`src/pali_pkg.sv`:
```
`timescale 1ns / 1ps
// ----------------------------------------------------------------------------
// pali_pkg
// Shared types and constants of the polyline arc-length interpolator.
// ----------------------------------------------------------------------------
package pali_pkg;

    localparam int POINTS = 256;
    localparam int IDX_W  = $clog2(POINTS);
    localparam int CNT_W  = $clog2(POINTS + 1);
    localparam int NUM_W  = 58;

    localparam logic [1:0] OP_APPEND  = 2'd0;
    localparam logic [1:0] OP_REVERSE = 2'd1;
    localparam logic [1:0] OP_QUERY   = 2'd2;

    localparam logic [1:0] ST_OK    = 2'd0;
    localparam logic [1:0] ST_EMPTY = 2'd1;
    localparam logic [1:0] ST_OUT   = 2'd2;
    localparam logic [1:0] ST_FULL  = 2'd3;

    localparam logic CFG_LANE_LENGTH = 1'b0;
    localparam logic CFG_END_TOL     = 1'b1;

    localparam logic [15:0] HALF_TURN = 16'h8000;

    typedef struct packed {
        logic [1:0]         opcode;
        logic signed [31:0] x_pos;
        logic signed [31:0] y_pos;
        logic [15:0]        heading;
        logic [23:0]        s_pos;
    } t_in_word;

    typedef struct packed {
        logic [1:0]         status;
        logic signed [31:0] out_x;
        logic signed [31:0] out_y;
        logic [15:0]        out_heading;
        logic [23:0]        out_s;
    } t_out_word;

    typedef struct packed {
        logic signed [31:0] x;
        logic signed [31:0] y;
        logic [15:0]        heading;
        logic [23:0]        s;
    } t_point;

endpackage

```
`src/pali_div.sv`:
```
`timescale 1ns / 1ps
// ----------------------------------------------------------------------------
// pali_div
// Bit-serial signed by unsigned divider, one quotient bit per cycle,
// truncating toward zero.
// ----------------------------------------------------------------------------
module pali_div
    import pali_pkg::*;
(
    input  logic                    i_clk,
    input  logic                    i_rst_n,
    input  logic                    i_start,
    input  logic signed [NUM_W-1:0] i_num,
    input  logic [23:0]             i_den,
    output logic                    o_done,
    output logic signed [NUM_W-1:0] o_quot
);

    localparam int CNT_BITS = $clog2(NUM_W + 1);

    logic                r_busy;
    logic                r_done;
    logic                r_neg;
    logic [CNT_BITS-1:0] r_cnt;
    logic [NUM_W-1:0]    r_mag;
    logic [NUM_W-1:0]    r_quo;
    logic [23:0]         r_rem;
    logic [23:0]         r_den;
    logic [24:0]         w_trial;
    logic                w_fit;

    assign w_trial = {r_rem, r_mag[NUM_W-1]};
    assign w_fit   = w_trial >= {1'b0, r_den};

    always_ff @(posedge i_clk) begin
        if (!i_rst_n) begin
            r_busy <= 1'b0;
            r_done <= 1'b0;
            r_cnt  <= '0;
        end else begin
            r_done <= 1'b0;
            if (i_start) begin
                r_busy <= 1'b1;
                r_cnt  <= CNT_BITS'(NUM_W);
                r_neg  <= i_num[NUM_W-1];
                r_mag  <= i_num[NUM_W-1] ? NUM_W'(-i_num) : i_num;
                r_den  <= i_den;
                r_rem  <= '0;
                r_quo  <= '0;
            end else if (r_busy) begin
                r_mag <= {r_mag[NUM_W-2:0], 1'b0};
                r_quo <= {r_quo[NUM_W-2:0], w_fit};
                r_rem <= w_fit ? 24'(w_trial - {1'b0, r_den}) : w_trial[23:0];
                r_cnt <= r_cnt - 1'b1;
                if (r_cnt == CNT_BITS'(1)) begin
                    r_busy <= 1'b0;
                    r_done <= 1'b1;
                end
            end
        end
    end

    assign o_done = r_done;
    assign o_quot = r_neg ? NUM_W'(-$signed(r_quo)) : $signed(r_quo);

endmodule

```
`config.mk`:
```
export PLATFORM = sky130hd
export DESIGN_NAME = pali_div
export DESIGN_NICKNAME = d
export VERILOG_FILES = /design/src/pali_pkg.sv /design/src/pali_div.sv
export SDC_FILE = /design/constraint.sdc
export NUM_CORES = 1
export LEC_CHECK = 0
export ABC_AREA = 1
export ABC_CLOCK_PERIOD_IN_PS = 11000
export BUFFER_PORTS_ARGS = -buffer_cell sky130_fd_sc_hd__buf_2
export CORE_AREA = 4 4 156 158
export CTS_CLUSTER_SIZE = 24
export DETAILED_ROUTE_END_ITERATION = 6
export DIE_AREA = 0 0 160 162
export PLACE_DENSITY = 0.75
export SYNTH_ARGS = -nofsm -noshare
export SYNTH_HDL_FRONTEND = slang
export SYNTH_SLANG_ARGS = --single-unit
```
`constraint.sdc`:
```
create_clock -name i_clk -period 11 [get_ports i_clk]
set_input_delay 1.1 -clock i_clk [delete_from_list [all_inputs] [get_ports i_clk]]
set_output_delay 1.1 -clock i_clk [all_outputs]
set_load 0.005 [all_outputs]
```
==> flow_summary.yaml <==
run_status:
  outcome: "completed"
cts:
  cts-htree-levels: 4
  clk_path_buf_depth: 2
  cts_setup_buffers: 0
  tritoncts: "built"
  tritoncts.num_buffers: 17
  postCtsHoldBufs: 0
  worst_setup_hold_path_clk_slew_ns: 0.07
  clk-insertion-delay-late_ns: 0.44
  cts.repair.resized: 0
  cts_root_buffer: "sky130_fd_sc_hd__clkbuf_16"
  cts_sinks: 173
sta:
  clock_skew_ns: 0.0100
  setup_tns_ns: 0
  timing.max_slew.rel_slack: 0.269
  time_the_final_worst_path_needs_with_i_o_delays_and_setup_ns: 3.57
  timing.final.hold_violations: 0
  post-route-period-util: 0.324
  timing.final.setup_violations: 0
  max_clock_freq_mhz: 280
  final-max-slew-violation-count: 0
  grt_setup_unrepaired: "false"
  worst-slew-pin-transition_ns: 1.10
yosys:
  synth.most_common_cell: "sky130_fd_sc_hd__nand2_1"
  fraction_of_synthesized_cell_area_in_xor_and_xnor_cells: 0.0616
  synthTopCellsByCount: "sky130_fd_sc_hd__nand2_1, sky130_fd_sc_hd__nor2_1, sky130_fd_sc_hd__inv_1"
  synth_cell_type_count: 42
  synth.yosys.warnings: 0
  yosys_register_bits: 173
  yosys_top_cell_area_share: 0.396
  ys_dominant_reg_cell: "sky130_fd_sc_hd__edfxtp_1"
  syn-instance-count: 1781
  synth_nets: 1895
  synth.yosys.seq_area_share: 0.408
  synth-edff-count: 165
  synth_top_area_cell: "sky130_fd_sc_hd__edfxtp_1"
  yosys-top-cells-area: "sky130_fd_sc_hd__edfxtp_1, sky130_fd_sc_hd__nand2_1, sky130_fd_sc_hd__nor2_1, sky130_fd_sc_hd__inv_1, sky130_fd_sc_hd__xor2_1"
  synth_fa_ha_area_frac: 0.0296
  synth_compound_gate_area_share: 0.0482
  synth_area_um2: 12500
  synth_top_family_by_area: "simple AND/OR/NAND/NOR gates"
  synth.mux.area_fraction: 0
  asyncSetResetFlopFracSynth: 0
  synthSimpleGateAreaFrac: 0.364
  synth.avg_cell_area_um2: 7.03
worst_setup_path:
  timing.critical_path.fanout_max: 55
  worstPathBufferInverterCount: 3
  worst_ep_required_time_ns: 9.90
  end_kind: "output pin"
  critical-path-top-delay-family: "buffers and inverters"
  max_stage_delay_ns: 0.49
  crit_slowest_cell: "sky130_fd_sc_hd__inv_1"
  cp-start-kind: "flip-flop"
  crit_path_cell_trace: "buf_4 > inv_1 > o21a_2 > nand3_1 > xor2_1 > buf_2"
  cp_data_arrival_time_ns: 2.47
  path_class: "reg -> out"
placed_design:
  place.gp.congestion: 0.968
  io_buffer_count: 143
  place.detailed.hpwl_um: 24900
  placedCellCount: 2177
global_routing:
  wire_length_of_the_first_global_routing_pass_um: 53700
  track_usage: 0.252
  grt_remaining_overflow: 0
  first_global_vias: 11100
  grt_antenna_before_repair: 0
  grt_start_max_net_pins: 89
power_and_ir_drop:
  power_density_nw_per_um2: 138
  total_leakage_power_uw: 0.00659
  power.ir.vdd_worst_v: 0.0000991
hold_path:
  worstHoldPathType: "reg -> reg"
finish:
  area_used_by_multi_input_combinational_logic_um2: 6310
  stdcell_count: 2209
  final-seq-area_um2: 5110
  final_util: 0.606
  area_growth_syn_to_layout_pct: 11.9
  antenna_cells_inserted: 0
  final.fill_count: 2214
  design.final.nets: 2020
  drive_above_1_share: 0.110
drt:
  vias_per_cell: 5.26
  number_of_detailed_routing_iterations_run_before_antenna_repair: 6
  detail-route-antenna-nets: 0
  detailed_route_wire_length_per_cell_um: 14.9
  drc_errors: 0
  wl_um: 32800
  first_iter_violations: 1116
  detailroute.via_count: 11600
floorplanning:
  dieArea_um2: 25900
  core_area_um2: 23100
  die_w_um: 160
  placement_rows: 56
  boundaryPins: 144
  floorplan.initialDensity: 0.542
  fp.dieH_um: 162
flow_run:
  max_cap_viol_count: 0
==> worst paths after layout <==
kind	start	cells past startpoint	to	slack [ns]
worst max register to register	r_rem[11]	13	r_rem[21]	8.29
worst min register to register	r_cnt[2]	2	r_cnt[2]	0.50
worst max-delay path	r_neg	6	o_quot[36]	7.43
worst min-delay path	r_cnt[2]	2	r_cnt[2]	0.50
==> per-layer routing <==
layer / global-route usage / up-vias / wire length, µm
met4: 0.0759 / 0 / 676
met5: 0 / - / 0
met1: 0.347 / 5210 / 14800
met3: 0.0365 / 47 / 2340
met2: 0.418 / 473 / 15000
li1: - / 5897 / -
==> cell type report <==
cell class | count | share of cell area
timing repair buffer | 147 | 0.0534
tap | 290 | 0.0259
clock inverter | 15 | 0.0104
multi-input combinational | 1325 | 0.450
sequential | 173 | 0.365
inverter | 242 | 0.0648
clock buffer | 17 | 0.0304
==> worst min-delay path, delay by kind of cell (launching register included) <==
kind	cells	cell delay, ns
flip-flops	1	0.31
AO/OA/AOI/OAI	1	0.06
buffers and inverters	1	0.08
==> kinds of logic (layout without fill, tap and decap cells) <==
logic type | after synthesis | after routing
and+or+nand+nor | 1098 | 1098
adders and majority gates | 29 | 29
xor gates and xnor gates | 88 | 88
buffers and inverters | 283 | 421
AOI/OAI and AO/OA | 110 | 110
DFF | 173 | 173
==> power breakdown <==
group	leakage (µW)	switching, µW	internal, µW
combinational	0.00462	332	173
sequential	0.00168	32.8	804
clock	0.000283	295	303
==> sequential cells by signal, summed over array words and instances (netlist names) <==
register,cells
r_mag,58
r_quo,58
r_den,24
r_rem,24
r_cnt,6
o_done,1
r_busy,1
r_neg,1
==> placed cells by master (no fill, tap or decap), types with 18 or more instances in the layout <==
| master | n |
|---|---|
| sky130_fd_sc_hd__inv_1 | 239 |
| sky130_fd_sc_hd__nand4_1 | 29 |
| sky130_fd_sc_hd__ha_1 | 28 |
| sky130_fd_sc_hd__nor3_1 | 19 |
| sky130_fd_sc_hd__nand2_1 | 587 |
| sky130_fd_sc_hd__nand3_1 | 114 |
| sky130_fd_sc_hd__edfxtp_1 | 165 |
| sky130_fd_sc_hd__xor2_1 | 71 |
| sky130_fd_sc_hd__nor2_1 | 304 |
| sky130_fd_sc_hd__a21oi_1 | 18 |
| sky130_fd_sc_hd__buf_2 | 142 |
| sky130_fd_sc_hd__o21ai_0 | 61 |
==> stage by stage <==
stage / setup WS (ns) / hold WS, ns / power (µW) / cell area (µm²)
6_report: 7.43 / 0.500 / 1940 / 14000
5_1_grt: 7.23 / 0.542 / 2050 / 14000
4_1_cts: 7.39 / 0.496 / 1950 / 14000
3_5_place_dp: 7.28 / 0.485 / 1350 / 13400
3_3_place_gp: 7.34 / 0.481 / 1340 / 13400
2_1_floorplan: 6.05 / 0.465 / 1210 / 12500
No activity file was read; power rests on OpenSTA's default activity.
